--- config.mk ---
export PLATFORM = sky130hd
export DESIGN_NAME = pid_antiwindup_controller
export DESIGN_NICKNAME = d
export VERILOG_FILES = /design/src/design/pidaw_pkg.sv /design/src/design/pidaw_mul.sv /design/src/design/pidaw_div.sv /design/src/design/pidaw_dp.sv /design/src/design/pidaw_ctrl.sv /design/src/design/pid_antiwindup_controller.sv
export SDC_FILE = /design/constraint.sdc
export NUM_CORES = 2
export LEC_CHECK = 0
export ABC_AREA = 1
export CORE_MARGIN = 8
export CORE_UTILIZATION = 40
export CTS_BUF_LIST = sky130_fd_sc_hd__clkbuf_16
export CTS_CLUSTER_SIZE = 10
export DETAILED_ROUTE_END_ITERATION = 10
export DONT_BUFFER_PORTS = 1
export PLACE_DENSITY_LB_ADDON = 0.05
export SETUP_SLACK_MARGIN = 0.5
export SYNTH_ARGS = -nofsm -noshare
export SYNTH_HDL_FRONTEND = slang
export SYNTH_HIERARCHICAL = 1
export SYNTH_SLANG_ARGS = --single-unit
--- constraint.sdc ---
create_clock -name clock -period 35.7 [get_ports clock]
set_clock_uncertainty 0.2 [all_clocks]
set_input_delay 3.57 -clock clock [delete_from_list [all_inputs] [get_ports clock]]
set_output_delay 3.57 -clock clock [all_outputs]
set_load 0.02 [all_outputs]
--- src/design/pidaw_pkg.sv ---
// shared types, constants and control structs of the pid anti-windup controller
package pidaw_pkg;

   localparam int DATA_W    = 32;
   localparam int ACC_W     = 48;
   localparam int FRAC_W    = 16;
   localparam int CHUNK_W   = 16;
   localparam int PROD_W    = DATA_W + ACC_W;
   localparam int CSR_IDX_W = 3;

   localparam logic signed [DATA_W-1:0] PIDAW_INIT_ERROR = 32'sh0000_0000;

   localparam logic signed [DATA_W-1:0] MAX32 = 32'sh7fff_ffff;
   localparam logic signed [DATA_W-1:0] MIN32 = 32'sh8000_0000;
   localparam logic signed [ACC_W-1:0]  MAX48 = 48'sh7fff_ffff_ffff;
   localparam logic signed [ACC_W-1:0]  MIN48 = 48'sh8000_0000_0000;

   localparam logic signed [DATA_W-1:0] RST_GAIN     = 32'sh0000_0000;
   localparam logic signed [DATA_W-1:0] RST_LIMIT_LO = 32'shffff_0000;
   localparam logic signed [DATA_W-1:0] RST_LIMIT_HI = 32'sh0001_0000;
   localparam logic [DATA_W-1:0]        RST_DT_FLOOR = 32'h0000_0001;

   typedef enum logic [CSR_IDX_W-1:0] {
      CSR_GAIN_P     = 3'd0,
      CSR_GAIN_I     = 3'd1,
      CSR_GAIN_D     = 3'd2,
      CSR_OUT_MIN    = 3'd3,
      CSR_OUT_MAX    = 3'd4,
      CSR_WINDOW_MIN = 3'd5,
      CSR_WINDOW_MAX = 3'd6,
      CSR_DT_FLOOR   = 3'd7
   } csr_idx_type;

   typedef enum logic [1:0] {
      CLAMP_NONE = 2'd0,
      CLAMP_LOW  = 2'd1,
      CLAMP_HIGH = 2'd2
   } clamp_type;

   typedef enum logic [2:0] {
      MSEL_INT   = 3'd0,
      MSEL_P     = 3'd1,
      MSEL_I     = 3'd2,
      MSEL_D     = 3'd3,
      MSEL_ITERM = 3'd4
   } mul_sel_type;

   typedef struct packed {
      logic signed [DATA_W-1:0] setpoint;
      logic signed [DATA_W-1:0] measurement;
      logic [DATA_W-1:0]        step_time;
   } req_type;

   typedef struct packed {
      logic signed [DATA_W-1:0] control_out;
      logic signed [DATA_W-1:0] error_now;
      logic signed [ACC_W-1:0]  integral_sum;
      logic signed [DATA_W-1:0] derivative_rate;
      logic signed [DATA_W-1:0] p_term;
      logic signed [DATA_W-1:0] i_term;
      logic signed [DATA_W-1:0] d_term;
      logic [1:0]               clamp_state;
   } rsp_type;

   typedef struct packed {
      logic        load;
      logic        prep;
      logic        mul_start;
      mul_sel_type mul_sel;
      logic        cap_pred;
      logic        cap_p;
      logic        cap_ipred;
      logic        cap_rate;
      logic        cap_d;
      logic        decide;
      logic        push;
   } cmd_type;

   typedef struct packed {
      logic mul_busy;
      logic div_busy;
      logic rsp_full;
   } status_type;

endpackage

--- src/design/pidaw_mul.sv ---
// shared 32 x 48 unsigned multiplier, one 16-bit chunk per cycle, with q16.16 saturation
module pidaw_mul import pidaw_pkg::*; (
   input  logic                     clock,
   input  logic                     reset,
   input  logic                     start,
   input  logic [DATA_W-1:0]        a,
   input  logic [ACC_W-1:0]         b,
   input  logic                     neg,
   output logic                     busy,
   output logic [PROD_W-1:0]        prod,
   output logic signed [DATA_W-1:0] q16
);

   localparam int NCHUNK = ACC_W / CHUNK_W;
   localparam int CNT_W  = $clog2(NCHUNK);
   localparam int PP_W   = DATA_W + CHUNK_W;
   localparam int M_W    = PROD_W - FRAC_W;
   localparam logic [CNT_W-1:0] CNT_LAST = CNT_W'(NCHUNK - 1);

   logic                busy_ff, busy_in;
   logic [CNT_W-1:0]    cnt_ff, cnt_in;
   logic [DATA_W-1:0]   a_ff;
   logic [ACC_W-1:0]    b_ff, b_in;
   logic                neg_ff;
   logic [PROD_W-1:0]   acc_ff, acc_in;
   logic [CHUNK_W-1:0]  chunk;
   logic [PP_W-1:0]     pp;
   logic [M_W-1:0]      m;
   logic                hi_nz;

   // most significant chunk first, accumulator shifts up each step
   assign chunk  = b_ff[ACC_W-1 -: CHUNK_W];
   assign pp     = PP_W'(a_ff) * PP_W'(chunk);
   assign acc_in = {acc_ff[PROD_W-CHUNK_W-1:0], CHUNK_W'(0)} + PROD_W'(pp);
   assign b_in   = {b_ff[ACC_W-CHUNK_W-1:0], CHUNK_W'(0)};

   always_comb begin
      busy_in = busy_ff;
      cnt_in  = cnt_ff;
      if (start) begin
         busy_in = 1'b1;
         cnt_in  = '0;
      end else if (busy_ff) begin
         cnt_in = cnt_ff + 1'b1;
         if (cnt_ff == CNT_LAST) begin
            busy_in = 1'b0;
         end
      end
   end

   always_ff @(posedge clock) begin
      if (reset) begin
         busy_ff <= 1'b0;
         cnt_ff  <= '0;
      end else begin
         busy_ff <= busy_in;
         cnt_ff  <= cnt_in;
      end
   end

   always_ff @(posedge clock) begin
      if (start) begin
         a_ff   <= a;
         b_ff   <= b;
         neg_ff <= neg;
         acc_ff <= '0;
      end else if (busy_ff) begin
         b_ff   <= b_in;
         acc_ff <= acc_in;
      end
   end

   assign m     = acc_ff[PROD_W-1:FRAC_W];
   assign hi_nz = |m[M_W-1:DATA_W];

   always_comb begin
      if (neg_ff) begin
         if (hi_nz || (m[DATA_W-1] && (|m[DATA_W-2:0]))) begin
            q16 = MIN32;
         end else begin
            q16 = -signed'(m[DATA_W-1:0]);
         end
      end else begin
         if (hi_nz || m[DATA_W-1]) begin
            q16 = MAX32;
         end else begin
            q16 = signed'(m[DATA_W-1:0]);
         end
      end
   end

   assign busy = busy_ff;
   assign prod = acc_ff;

endmodule

--- src/design/pidaw_div.sv ---
// restoring divider for the derivative, one quotient bit per cycle, saturating
module pidaw_div import pidaw_pkg::*; (
   input  logic                     clock,
   input  logic                     reset,
   input  logic                     start,
   input  logic signed [DATA_W:0]   diff,
   input  logic [DATA_W-1:0]        divisor,
   output logic                     busy,
   output logic signed [DATA_W-1:0] rate
);

   localparam int CNT_W = $clog2(DATA_W);
   localparam int HI_W  = DATA_W + 1 - FRAC_W;
   localparam logic [CNT_W-1:0] CNT_LAST = CNT_W'(DATA_W - 1);

   logic                busy_ff, busy_in;
   logic [CNT_W-1:0]    cnt_ff, cnt_in;
   logic [DATA_W:0]     dmag;
   logic [HI_W-1:0]     hi;
   logic                zero;
   logic                ovf;
   logic                neg_ff;
   logic                ovf_ff;
   logic [DATA_W-1:0]   dvs_ff;
   logic [DATA_W-1:0]   rem_ff, rem_in;
   logic [DATA_W-1:0]   low_ff;
   logic [DATA_W-1:0]   quo_ff;
   logic [DATA_W:0]     rem2;
   logic [DATA_W:0]     rem_sub;
   logic                ge;

   assign dmag = diff[DATA_W] ? unsigned'(-diff) : unsigned'(diff);
   assign hi   = dmag[DATA_W:FRAC_W];
   assign zero = (dmag == '0);
   // quotient of 2^32 or more saturates either way, a zero divisor lands here too
   assign ovf  = !zero && (DATA_W'(hi) >= divisor);

   assign rem2    = {rem_ff, low_ff[DATA_W-1]};
   assign ge      = (rem2 >= {1'b0, dvs_ff});
   assign rem_sub = rem2 - {1'b0, dvs_ff};
   assign rem_in  = ge ? rem_sub[DATA_W-1:0] : rem2[DATA_W-1:0];

   always_comb begin
      busy_in = busy_ff;
      cnt_in  = cnt_ff;
      if (start) begin
         busy_in = !zero && !ovf;
         cnt_in  = '0;
      end else if (busy_ff) begin
         cnt_in = cnt_ff + 1'b1;
         if (cnt_ff == CNT_LAST) begin
            busy_in = 1'b0;
         end
      end
   end

   always_ff @(posedge clock) begin
      if (reset) begin
         busy_ff <= 1'b0;
         cnt_ff  <= '0;
      end else begin
         busy_ff <= busy_in;
         cnt_ff  <= cnt_in;
      end
   end

   always_ff @(posedge clock) begin
      if (start) begin
         neg_ff <= diff[DATA_W];
         ovf_ff <= ovf;
         dvs_ff <= divisor;
         rem_ff <= DATA_W'(hi);
         low_ff <= {dmag[FRAC_W-1:0], FRAC_W'(0)};
         quo_ff <= '0;
      end else if (busy_ff) begin
         rem_ff <= rem_in;
         low_ff <= {low_ff[DATA_W-2:0], 1'b0};
         quo_ff <= {quo_ff[DATA_W-2:0], ge};
      end
   end

   always_comb begin
      if (ovf_ff) begin
         rate = neg_ff ? MIN32 : MAX32;
      end else if (neg_ff) begin
         if (quo_ff[DATA_W-1] && (|quo_ff[DATA_W-2:0])) begin
            rate = MIN32;
         end else begin
            rate = -signed'(quo_ff);
         end
      end else begin
         rate = quo_ff[DATA_W-1] ? MAX32 : signed'(quo_ff);
      end
   end

   assign busy = busy_ff;

endmodule

--- src/design/pidaw_dp.sv ---
// datapath: control registers, loop state, term registers and result register
module pidaw_dp import pidaw_pkg::*; #(
   parameter logic signed [DATA_W-1:0] INIT_ERROR = PIDAW_INIT_ERROR
) (
   input  logic                 clock,
   input  logic                 reset,
   input  cmd_type              cmd,
   output status_type           st,
   input  req_type              req_data,
   input  logic                 csr_valid,
   input  logic [CSR_IDX_W-1:0] csr_index,
   input  logic [DATA_W-1:0]    csr_data,
   input  logic                 rsp_ready,
   output logic                 rsp_valid,
   output rsp_type              rsp_data
);

   logic signed [DATA_W-1:0] gain_p_ff, gain_i_ff, gain_d_ff;
   logic signed [DATA_W-1:0] out_min_ff, out_max_ff, win_min_ff, win_max_ff;
   logic [DATA_W-1:0]        dt_floor_ff;

   logic signed [DATA_W-1:0] last_err_ff, last_err_in;
   logic signed [ACC_W-1:0]  acc_ff, acc_in;

   logic signed [DATA_W-1:0] cur_ff, cur_in;
   logic [DATA_W-1:0]        dt_ff;
   logic                     sum_neg_ff;
   logic signed [ACC_W-1:0]  pred_ff, pred_in;
   logic signed [DATA_W-1:0] p_ff, ipred_ff, d_ff, rate_ff;
   logic signed [DATA_W-1:0] ctl_ff, ctl_in;
   clamp_type                clamp_ff, clamp_in;

   logic                     rsp_valid_ff, rsp_valid_in;
   rsp_type                  rsp_data_ff, rsp_data_in;

   logic signed [DATA_W:0]   err_wide;
   logic signed [DATA_W:0]   diff;
   logic signed [DATA_W:0]   sum;
   logic [DATA_W:0]          sum_mag;
   logic [DATA_W-1:0]        divisor;

   logic [DATA_W-1:0]        mul_a;
   logic [ACC_W-1:0]         mul_b;
   logic                     mul_neg;
   logic                     mul_busy;
   logic [PROD_W-1:0]        mul_prod;
   logic signed [DATA_W-1:0] mul_q16;

   logic                     div_busy;
   logic signed [DATA_W-1:0] div_rate;

   logic [ACC_W-2:0]         inc_mag;
   logic signed [ACC_W:0]    delta;
   logic signed [ACC_W:0]    pred_wide;
   logic signed [DATA_W+1:0] total;
   logic                     in_window;

   function automatic logic [DATA_W-1:0] mag32(input logic signed [DATA_W-1:0] v);
      mag32 = v[DATA_W-1] ? unsigned'(-v) : unsigned'(v);
   endfunction

   function automatic logic [ACC_W-1:0] mag48(input logic signed [ACC_W-1:0] v);
      mag48 = v[ACC_W-1] ? unsigned'(-v) : unsigned'(v);
   endfunction

   // control registers
   always_ff @(posedge clock) begin
      if (reset) begin
         gain_p_ff   <= RST_GAIN;
         gain_i_ff   <= RST_GAIN;
         gain_d_ff   <= RST_GAIN;
         out_min_ff  <= RST_LIMIT_LO;
         out_max_ff  <= RST_LIMIT_HI;
         win_min_ff  <= RST_LIMIT_LO;
         win_max_ff  <= RST_LIMIT_HI;
         dt_floor_ff <= RST_DT_FLOOR;
      end else if (csr_valid) begin
         case (csr_idx_type'(csr_index))
            CSR_GAIN_P:     gain_p_ff   <= signed'(csr_data);
            CSR_GAIN_I:     gain_i_ff   <= signed'(csr_data);
            CSR_GAIN_D:     gain_d_ff   <= signed'(csr_data);
            CSR_OUT_MIN:    out_min_ff  <= signed'(csr_data);
            CSR_OUT_MAX:    out_max_ff  <= signed'(csr_data);
            CSR_WINDOW_MIN: win_min_ff  <= signed'(csr_data);
            CSR_WINDOW_MAX: win_max_ff  <= signed'(csr_data);
            CSR_DT_FLOOR:   dt_floor_ff <= csr_data;
            default: begin
            end
         endcase
      end
   end

   // error of the new request
   assign err_wide = (DATA_W+1)'(req_data.setpoint) - (DATA_W+1)'(req_data.measurement);

   always_comb begin
      if (err_wide[DATA_W] != err_wide[DATA_W-1]) begin
         cur_in = err_wide[DATA_W] ? MIN32 : MAX32;
      end else begin
         cur_in = err_wide[DATA_W-1:0];
      end
   end

   assign diff    = (DATA_W+1)'(cur_ff) - (DATA_W+1)'(last_err_ff);
   assign sum     = (DATA_W+1)'(cur_ff) + (DATA_W+1)'(last_err_ff);
   assign sum_mag = sum[DATA_W] ? unsigned'(-sum) : unsigned'(sum);
   assign divisor = (dt_ff < dt_floor_ff) ? dt_floor_ff : dt_ff;

   // multiplier operands
   always_comb begin
      case (cmd.mul_sel)
         MSEL_INT: begin
            mul_a   = dt_ff;
            mul_b   = ACC_W'(sum_mag);
            mul_neg = 1'b0;
         end
         MSEL_P: begin
            mul_a   = mag32(gain_p_ff);
            mul_b   = ACC_W'(mag32(cur_ff));
            mul_neg = gain_p_ff[DATA_W-1] ^ cur_ff[DATA_W-1];
         end
         MSEL_I: begin
            mul_a   = mag32(gain_i_ff);
            mul_b   = mag48(pred_ff);
            mul_neg = gain_i_ff[DATA_W-1] ^ pred_ff[ACC_W-1];
         end
         MSEL_D: begin
            mul_a   = mag32(gain_d_ff);
            mul_b   = ACC_W'(mag32(div_rate));
            mul_neg = gain_d_ff[DATA_W-1] ^ div_rate[DATA_W-1];
         end
         MSEL_ITERM: begin
            mul_a   = mag32(gain_i_ff);
            mul_b   = mag48(acc_ff);
            mul_neg = gain_i_ff[DATA_W-1] ^ acc_ff[ACC_W-1];
         end
         default: begin
            mul_a   = '0;
            mul_b   = '0;
            mul_neg = 1'b0;
         end
      endcase
   end

   pidaw_mul u_mul (
      .clock (clock),
      .reset (reset),
      .start (cmd.mul_start),
      .a     (mul_a),
      .b     (mul_b),
      .neg   (mul_neg),
      .busy  (mul_busy),
      .prod  (mul_prod),
      .q16   (mul_q16)
   );

   pidaw_div u_div (
      .clock   (clock),
      .reset   (reset),
      .start   (cmd.prep),
      .diff    (diff),
      .divisor (divisor),
      .busy    (div_busy),
      .rate    (div_rate)
   );

   // trapezoidal increment is dt * |sum| / 2^17
   assign inc_mag   = mul_prod[ACC_W+FRAC_W-1:FRAC_W+1];
   assign delta     = sum_neg_ff ? -signed'({2'b00, inc_mag}) : signed'({2'b00, inc_mag});
   assign pred_wide = (ACC_W+1)'(acc_ff) + delta;

   always_comb begin
      if (pred_wide[ACC_W] != pred_wide[ACC_W-1]) begin
         pred_in = pred_wide[ACC_W] ? MIN48 : MAX48;
      end else begin
         pred_in = pred_wide[ACC_W-1:0];
      end
   end

   // output limits, then window test for the integral
   assign total     = (DATA_W+2)'(p_ff) + (DATA_W+2)'(ipred_ff) + (DATA_W+2)'(d_ff);
   assign in_window = (win_min_ff < ipred_ff) && (ipred_ff < win_max_ff);

   always_comb begin
      acc_in      = acc_ff;
      last_err_in = last_err_ff;
      ctl_in      = ctl_ff;
      clamp_in    = clamp_ff;
      if (cmd.decide) begin
         last_err_in = cur_ff;
         if (total <= (DATA_W+2)'(out_min_ff)) begin
            ctl_in   = out_min_ff;
            clamp_in = CLAMP_LOW;
         end else if (total >= (DATA_W+2)'(out_max_ff)) begin
            ctl_in   = out_max_ff;
            clamp_in = CLAMP_HIGH;
         end else begin
            ctl_in   = total[DATA_W-1:0];
            clamp_in = CLAMP_NONE;
            if (in_window) begin
               acc_in = pred_ff;
            end
         end
      end
   end

   always_ff @(posedge clock) begin
      if (reset) begin
         last_err_ff <= INIT_ERROR;
         acc_ff      <= ACC_W'(INIT_ERROR);
      end else begin
         last_err_ff <= last_err_in;
         acc_ff      <= acc_in;
      end
   end

   always_ff @(posedge clock) begin
      ctl_ff   <= ctl_in;
      clamp_ff <= clamp_in;
      if (cmd.load) begin
         cur_ff <= cur_in;
         dt_ff  <= req_data.step_time;
      end
      if (cmd.prep) begin
         sum_neg_ff <= sum[DATA_W];
      end
      if (cmd.cap_pred) begin
         pred_ff <= pred_in;
      end
      if (cmd.cap_p) begin
         p_ff <= mul_q16;
      end
      if (cmd.cap_ipred) begin
         ipred_ff <= mul_q16;
      end
      if (cmd.cap_rate) begin
         rate_ff <= div_rate;
      end
      if (cmd.cap_d) begin
         d_ff <= mul_q16;
      end
   end

   // result register
   always_comb begin
      rsp_data_in.control_out     = ctl_ff;
      rsp_data_in.error_now       = cur_ff;
      rsp_data_in.integral_sum    = acc_ff;
      rsp_data_in.derivative_rate = rate_ff;
      rsp_data_in.p_term          = p_ff;
      rsp_data_in.i_term          = mul_q16;
      rsp_data_in.d_term          = d_ff;
      rsp_data_in.clamp_state     = clamp_ff;
   end

   always_comb begin
      rsp_valid_in = rsp_valid_ff;
      if (cmd.push) begin
         rsp_valid_in = 1'b1;
      end else if (rsp_ready) begin
         rsp_valid_in = 1'b0;
      end
   end

   always_ff @(posedge clock) begin
      if (reset) begin
         rsp_valid_ff <= 1'b0;
      end else begin
         rsp_valid_ff <= rsp_valid_in;
      end
   end

   always_ff @(posedge clock) begin
      if (cmd.push) begin
         rsp_data_ff <= rsp_data_in;
      end
   end

   assign st.mul_busy = mul_busy;
   assign st.div_busy = div_busy;
   assign st.rsp_full = rsp_valid_ff && !rsp_ready;

   assign rsp_valid = rsp_valid_ff;
   assign rsp_data  = rsp_data_ff;

   // never overwrite a result that is still waiting
   a_push_free: assert property (@(posedge clock) disable iff (reset)
      cmd.push |-> !(rsp_valid_ff && !rsp_ready))
      else $error("result pushed over a pending result");

   // the shared multiplier is never restarted mid-product
   a_mul_idle: assert property (@(posedge clock) disable iff (reset)
      cmd.mul_start |-> !mul_busy)
      else $error("multiplier started while busy");

   // the decision step sees finished terms only
   a_decide_idle: assert property (@(posedge clock) disable iff (reset)
      cmd.decide |-> (!mul_busy && !div_busy))
      else $error("decision taken with a unit still busy");

   // the i term shown is a finished product
   a_push_prod: assert property (@(posedge clock) disable iff (reset)
      cmd.push |-> (!mul_busy && !$past(cmd.mul_start)))
      else $error("result pushed before the i term product finished");

endmodule

--- src/design/pidaw_ctrl.sv ---
// sequencer that steps the datapath through one request
module pidaw_ctrl import pidaw_pkg::*; (
   input  logic       clock,
   input  logic       reset,
   input  logic       req_valid,
   output logic       req_ready,
   input  status_type st,
   output cmd_type    cmd
);

   typedef enum logic [9:0] {
      S_IDLE   = 10'b00_0000_0001,
      S_PREP   = 10'b00_0000_0010,
      S_W_INT  = 10'b00_0000_0100,
      S_W_P    = 10'b00_0000_1000,
      S_W_I    = 10'b00_0001_0000,
      S_W_DIV  = 10'b00_0010_0000,
      S_W_D    = 10'b00_0100_0000,
      S_DECIDE = 10'b00_1000_0000,
      S_IT_GO  = 10'b01_0000_0000,
      S_W_IT   = 10'b10_0000_0000
   } state_type;

   state_type state_ff, state_in;

   always_comb begin
      state_in  = state_ff;
      req_ready = 1'b0;
      cmd       = '0;
      case (state_ff)
         S_IDLE: begin
            req_ready = 1'b1;
            if (req_valid) begin
               cmd.load = 1'b1;
               state_in = S_PREP;
            end
         end
         S_PREP: begin
            cmd.prep      = 1'b1;
            cmd.mul_start = 1'b1;
            cmd.mul_sel   = MSEL_INT;
            state_in      = S_W_INT;
         end
         S_W_INT: begin
            if (!st.mul_busy) begin
               cmd.cap_pred  = 1'b1;
               cmd.mul_start = 1'b1;
               cmd.mul_sel   = MSEL_P;
               state_in      = S_W_P;
            end
         end
         S_W_P: begin
            cmd.mul_sel = MSEL_I;
            if (!st.mul_busy) begin
               cmd.cap_p     = 1'b1;
               cmd.mul_start = 1'b1;
               state_in      = S_W_I;
            end
         end
         S_W_I: begin
            cmd.mul_sel = MSEL_I;
            if (!st.mul_busy) begin
               cmd.cap_ipred = 1'b1;
               state_in      = S_W_DIV;
            end
         end
         S_W_DIV: begin
            cmd.mul_sel = MSEL_D;
            if (!st.div_busy) begin
               cmd.cap_rate  = 1'b1;
               cmd.mul_start = 1'b1;
               state_in      = S_W_D;
            end
         end
         S_W_D: begin
            cmd.mul_sel = MSEL_D;
            if (!st.mul_busy) begin
               cmd.cap_d = 1'b1;
               state_in  = S_DECIDE;
            end
         end
         S_DECIDE: begin
            cmd.decide = 1'b1;
            state_in   = S_IT_GO;
         end
         S_IT_GO: begin
            cmd.mul_start = 1'b1;
            cmd.mul_sel   = MSEL_ITERM;
            state_in      = S_W_IT;
         end
         S_W_IT: begin
            cmd.mul_sel = MSEL_ITERM;
            if (!st.mul_busy && !st.rsp_full) begin
               cmd.push = 1'b1;
               state_in = S_IDLE;
            end
         end
         default: begin
            state_in = S_IDLE;
         end
      endcase
   end

   always_ff @(posedge clock) begin
      if (reset) begin
         state_ff <= S_IDLE;
      end else begin
         state_ff <= state_in;
      end
   end

endmodule

--- src/design/pid_antiwindup_controller.sv ---
// top level of the pid controller with clamping anti-windup
//
//   channel  direction  handshake              payload
//   req      in         req_valid / req_ready  req_data  (setpoint, measurement, step_time)
//   rsp      out        rsp_valid / rsp_ready  rsp_data  (control_out ... clamp_state)
//   csr      in         csr_valid / csr_ready  csr_index, csr_data
//
// the time from one acceptance to the next is set by the 32-step divider for the derivative,
// followed by the d and i term passes of the shared multiplier; a derivative that saturates
// at once or is zero skips the divider steps.
// synchronous reset loads default registers and the initial error into both loop states.
// a result waits in the output register while the next request is already taken; the
// sequencer holds before its last step only when that register is still occupied.
module pid_antiwindup_controller import pidaw_pkg::*; #(
   parameter logic signed [DATA_W-1:0] INIT_ERROR = PIDAW_INIT_ERROR
) (
   input  logic                 clock,
   input  logic                 reset,
   input  logic                 req_valid,
   output logic                 req_ready,
   input  req_type              req_data,
   output logic                 rsp_valid,
   input  logic                 rsp_ready,
   output rsp_type              rsp_data,
   input  logic                 csr_valid,
   output logic                 csr_ready,
   input  logic [CSR_IDX_W-1:0] csr_index,
   input  logic [DATA_W-1:0]    csr_data
);

   cmd_type    cmd;
   status_type st;

   assign csr_ready = 1'b1;

   pidaw_ctrl u_ctrl (
      .clock     (clock),
      .reset     (reset),
      .req_valid (req_valid),
      .req_ready (req_ready),
      .st        (st),
      .cmd       (cmd)
   );

   pidaw_dp #(
      .INIT_ERROR (INIT_ERROR)
   ) u_dp (
      .clock     (clock),
      .reset     (reset),
      .cmd       (cmd),
      .st        (st),
      .req_data  (req_data),
      .csr_valid (csr_valid),
      .csr_index (csr_index),
      .csr_data  (csr_data),
      .rsp_ready (rsp_ready),
      .rsp_valid (rsp_valid),
      .rsp_data  (rsp_data)
   );

endmodule
Word level (Yosys, flattened, before mapping). Cells that the tools add are included.

Register bits after elaboration: 1148. Input bits: 136. Logic and storage cells: 222.

Add/subtract/negate cells: 22. $mul: 1. Magnitude comparators: 7. Equality and inequality tests: 32. Multiplexer cells: 69. Bitwise gates (word level): 6. Reduce and logical (&&, ||, !) cells: 40.

Operators by type and width (count): 32-bit 2-to-1 mux (20); 48-bit 2-to-1 mux (6); 48-bit case mux with 5 select lines (1); 32-bit negation (7); 32-bit case mux with 4 select lines (1); 10-bit case mux with 10 select lines (1); 32-bit less-than comparator (3); 48-bit negation (2); 80-bit by 48-bit adder with 80-bit output (1); 10-bit 2-to-1 mux (7); 32-bit by 32-bit adder with 33-bit output (2); 33-bit 2-to-1 mux (2); 33-bit negation (2); 32-bit by 32-bit subtractor with 33-bit output (2); 31-bit OR reduction (2); 48-bit by 49-bit adder with 49-bit output (1); 49-bit 2-to-1 mux (1); 47-bit negation with 49-bit output (1); 32-bit by 16-bit multiplier with 48-bit output (1); 33-bit by 32-bit adder with 34-bit output (1); 34-bit by 32-bit greater-or-equal comparator with 1-bit output (1); 34-bit by 32-bit less-or-equal comparator with 1-bit output (1); 17-bit 2-to-1 mux (2); 33-bit by 32-bit greater-or-equal comparator with 1-bit output (1); 41 further kinds (108).

Logic depth before layout (Yosys ltp).
Depth in word-level cells: 9. Depth in mapped cells: 34. Gate-level depth less buffers: 34.

By module. The synthesis kept the hierarchy.

Modules (own cells, without submodules): pidaw_dp (times used 1, cells an instance 7085, area an instance 54225.8 sq um); pidaw_mul (times used 1, cells an instance 4028, area an instance 28274.6 sq um); pidaw_div (times used 1, cells an instance 1381, area an instance 9529.1 sq um); pidaw_ctrl (times used 1, cells an instance 136, area an instance 772.0 sq um); pid_antiwindup_controller (times used 1, cells an instance 2, area an instance 11.3 sq um).

Worst setup path after synthesis. Ideal clock, no wire load.

Path kind: input -> register. Start: input rsp_ready. End: register u_dp.rsp_data_ff, in the netlist u_dp/rsp_data[0], enable pin. Library setup time: 0.850 ns. Data arrival time: 13.917 ns. Data required time: 34.650 ns. Path slack: 20.733 ns. Stages: 3. Path through: nor2_1 or2_1 nor2_1.

RTL lines: from (decl) (RTL line pid_antiwindup_controller.sv:23) `input logic rsp_ready,`; to (signal assigned) (RTL line pidaw_dp.sv:275) `rsp_data_ff <= rsp_data_in;`; to (decl) (RTL line pidaw_dp.sv:34) `rsp_type rsp_data_ff, rsp_data_in;`.

Final worst setup path.
Start: register u_dp.ipred_ff[1]. End: register u_dp.acc_ff[13].

Longest elaborated chain between the ends: 5.

RTL lines: from (decl) (RTL line pidaw_dp.sv:29) `logic signed [DATA_W-1:0] p_ff, ipred_ff, d_ff, rate_ff;`; from (signal assigned) (RTL line pidaw_dp.sv:234) `ipred_ff <= mul_q16;`; 32-bit by 32-bit adder with 33-bit output (RTL line pidaw_dp.sv:181) `assign total = (DATA_W+2)'(p_ff) + (DATA_W+2)'(ipred_ff) + (DATA_W+2)'(d_ff);`; 33-bit by 32-bit adder with 34-bit output (RTL line pidaw_dp.sv:181); 34-bit by 32-bit less-or-equal comparator with 1-bit output or 34-bit by 32-bit greater-or-equal comparator with 1-bit output (tied branches) (RTL line pidaw_dp.sv:191, pidaw_dp.sv:194); 1-bit NOT (no line); 4-bit AND reduction (no line) (*); to (signal assigned) (RTL line pidaw_dp.sv:210) `acc_ff <= ACC_W'(INIT_ERROR);`; to (signal assigned) (RTL line pidaw_dp.sv:213) `acc_ff <= acc_in;`; to (decl) (RTL line pidaw_dp.sv:23) `logic signed [ACC_W-1:0] acc_ff, acc_in;`.

Every way passes the cells marked *; elsewhere a longest branch is shown, timed or not. A chain may end at the register's enable or synchronous reset.

==> metrics.md <==
| Metric | Value |
|---|---|
| Status | complete, no violations |
| Post-CTS Resized | 0 |
| #FFs+latches synth | 1148 |
| Type of the most critical hold path | reg -> reg |
| Startpoint of the lowest-slack register-to-register path | u_dp/ipred_ff[1] |
| Transition time of the tightest slew-check pin | 1390 ps |
| Net count, final | 13700 |
| XOR/XNOR Fraction of Synth Area | 2.78% |
| Slew Viols, Final | 0 |
| Vias per cell | ~5.4 |
| Final worst path period need | 7310 ps |
| CP max stage delay | 960 ps |
| DIE WIDTH | 498 um |
| Type of element capturing the critical path | flop |
| Cell at the slowest stage of the critical path | nor2_4 |
| Number of search-and-repair iterations in the first detailed-routing pass | 6 |
| Sequential cell area fraction in the yosys report | 31.9% |
| Final weighted congestion in routability-driven placement | about 0.99 |
| Proportion of layout cells with a drive suffix above 1 | under 10% |
| Max Fanout on Critical Path | 95 |
| Final routed DRC violation total | 0 |
| Multiplexer area fraction after synthesis | 0% |
| Post-CTS Setup Repair Bufs | 0 |
| Core area | 232000 um2 |
| Area growth, synth to finish | 8.58% |
| Initial antenna violation count | 46 |
| Post-Synth Simple-Gate Area | 23.9% |
| Combined area of all synthesized cells | 92800 um2 |
| Largest area contributor in the netlist | edfxtp_1 |
| Final number of setup-violating endpoints | 0 |
| Via count of the first global-routing pass | 82400 |
| Unrepaired setup endpoints after global routing | false |
| RR Endpoint | u_dp/acc_ff[13] |
| TritonCTS clock tree | done |
| Final TNS setup | 0 ps |
| Placement Rows | 177 |
| Total nets after synthesis | 13800 |
| Required time of the critical path | 36240 ps |
| Number of instances in the synthesized netlist | 12600 |
| Leading post-synthesis cells by cell area | edfxtp_1, nand2_1, fa_1 |
| Worst-case clock buffer depth | 3 |
| Detail-routed net length per standard cell | between 20 and 30 um |
| Fillers | 23900 |
| Pin count of the biggest net entering global routing | 150 |
| Fraction of registers with async set or reset after synthesis | 0% |
| Slew margin rel. | 6.98% |
| CTS root buffer | clkbuf_16 |
| Synthesized-area fraction occupied by adder cells | 17.8% |
| Total wire length after detailed routing | approximately 400 mm |
| Global-route wire length before repair | 574 mm |
| Final worst-path cycle share | 20.5% |
| Leading cell type in the layout, fill and taps excluded | nand2_1 |
| Crit path DAT | around 7800 ps |
| Dominant synthesized flop cell | edfxtp_1 |
| Placed wire-length estimate | roughly 320 mm |
| Fraction of post-synthesis cell area in the top cell type by area | a little over a fifth |
| FMAX | 0.137 GHz |
| Number of flops mapped to enable cells by yosys | 665 |
| End point of the worst hold path | u_dp/rsp_data[237] |
| Final hold violation count | 0 |
| Clock transition at the registers of the reported paths | 70 ps |
| Complex-gate fraction of the synthesized area | 12.2% |
| Area taken by flip-flops and latches | ~30000 um2 |
| Area taken by multi-input logic gates | roughly 53000 um2 |
| Drt first-iter violations | between 7000 and 8000 |
| Number of warnings issued by yosys | 6 |
| Total die area | 248000 um2 |
| Average size of a mapped cell | 7.35 um2 |
| Max capacitance violation total | 0 |
| Height of the chip | 498 um |
| PortBufs | 0 |
| Global Route Usage Sum | between 30% and 40% |
| Effective utilization at floorplan | 40.1% |
| Clock insertion delay at the later pin of the skew report | 830 ps |
| Kind of critical path | reg -> reg |
| Combinational family with the most area after synthesis | simple AND/OR/NAND/NOR gates |
| Clock sinks | roughly 1100 |
| Remaining number of nets flagged by the antenna check after routing | 0 |
| Kind of launch point of the worst setup path | flop |
| Count of H-tree levels built during CTS | 4 |
| Worst Hold Launch | u_dp/ctl_ff[27] |
| Highest-count cells in the layout ignoring fill and taps | nand2_1, inv_1, nor2_1, o21ai_0, a21oi_1 |
| Worst R2R Path Depth | 25 |
| GR Overflow Total | 0 |
| Number of distinct library cells after synthesis | 78 |
| Number of hold buffers added after cts | 0 |
| Hold path depth | 0 |
| Register-to-register path setup slack | roughly 28000 ps |
| Via total after detailed routing | 84500 |
| Top-level port count | 381 |
| TritonCTS Buffers | 149 |
-- worst max-delay path: cells and delay by family, from the launching register on --
family | cells | cell delay (ps)
and+or+nand+nor | 10 | 2550
adders and majority gates | 4 | 1510
AOI/OAI and AO/OA | 7 | 1260
buffers and inverters | 3 | 640
DFF | 1 | 440
xor gates and xnor gates | 1 | 430
-- cells in the mapped netlist, types with 8 or more instances --
cell       count
a31oi_1       34
a22oi_1       24
or2_2         15
nand4_1      132
o221ai_1      35
nor4_1        41
buf_1         26
nand3b_1      24
nand3_1      555
o2111ai_1     17
o21ai_1       72
o211ai_1      49
o21bai_1      38
nor3_1       178
and2_1        11
edfxtp_1     665
o211ai_2       8
fa_1         488
a21boi_0      23
buf_2         46
nand2_1     3116
o21ai_0      806
a211oi_1      12
o31ai_1       11
clkinv_1      18
dfxtp_1      483
nor3_2        14
nand3_2       14
clkbuf_1     324
xnor2_1       76
xor2_1       219
or2_1          9
o22ai_1       57
nor2_2        36
a21o_1        24
buf_6         15
o21a_1        15
nand2_2       28
nor2_1      1140
inv_1       2290
buf_4         10
a21oi_1      787
inv_2         26
nor2_4        12
ha_1         537
-- state kept, by name, summed over array words and instances (netlist names), 48 cells and up --
register         flops
u_dp/acc_ff         48
u_dp/rsp_data      242
u_dp/u_mul/prod     80
u_dp/pred_ff        48
u_dp/u_mul/b_ff     48
-- area by class of cell --
cell class,count,area share [%]
Clock buffer,154,3.82
Multi-Input combinational cell,8723,52.3
Sequential cell,1148,29.4
Inverter,2337,8.72
Timing Repair Buffer,151,1.15
Tap cell,3043,3.78
Antenna cell,23,0.0571
Clock inverter,124,0.759
-- how the worst max path moves through the flow --
stage | startpoint | to | slack, ps
after CTS | u_dp/ipred_ff[1] | u_dp/acc_ff[35] | 28440
after floorplan | rsp_ready | u_dp/rsp_data[0] | 20730
after detailed placement | u_dp/ipred_ff[1] | u_dp/acc_ff[35] | 28450
final | u_dp/ipred_ff[1] | u_dp/acc_ff[13] | 28390
after global routing | u_dp/ipred_ff[1] | u_dp/acc_ff[26] | 27860
after global placement | u_dp/ipred_ff[11] | u_dp/acc_ff[34] | 28500
-- per-stage QoR --
step | setup WS [ps] | hold WS, ps | utilization, % | area, um2 | std cells
after CTS | 28440 | 211 | 43.5 | 101000 | 15700
after floorplan | 20730 | 200 | - | 92800 | 12600
after global placement | 28500 | 200 | 41.5 | 96100 | 15400
after global routing | 27860 | 221 | 43.5 | 101000 | 15700
after detailed placement | 28450 | 205 | 41.5 | 96100 | 15400
final | 28390 | 209 | 43.5 | 101000 | 15700
-- metal layers --
layer / wire (um) / track usage, %
met4: 17700 / 12.2
met2: 179000 / 50.0
met5: 40 / 0
met3: 27500 / 5.49
met1: 174000 / 41.4
-- kinds of logic after synthesis --
| logic type | Yosys count |
|---|---|
| AND/OR/NAND/NOR | 5346 |
| buffers and inverters | 2761 |
| AO/OA/AOI/OAI | 2056 |
| flip-flops | 1148 |
| adder cells (fa/ha/maj) | 1025 |
| XOR/XNOR | 295 |
| other | 1 |
Power is left out: the tool's default activity adds up to more than one toggle a clock period on the data nets, which glitch-free logic cannot reach.
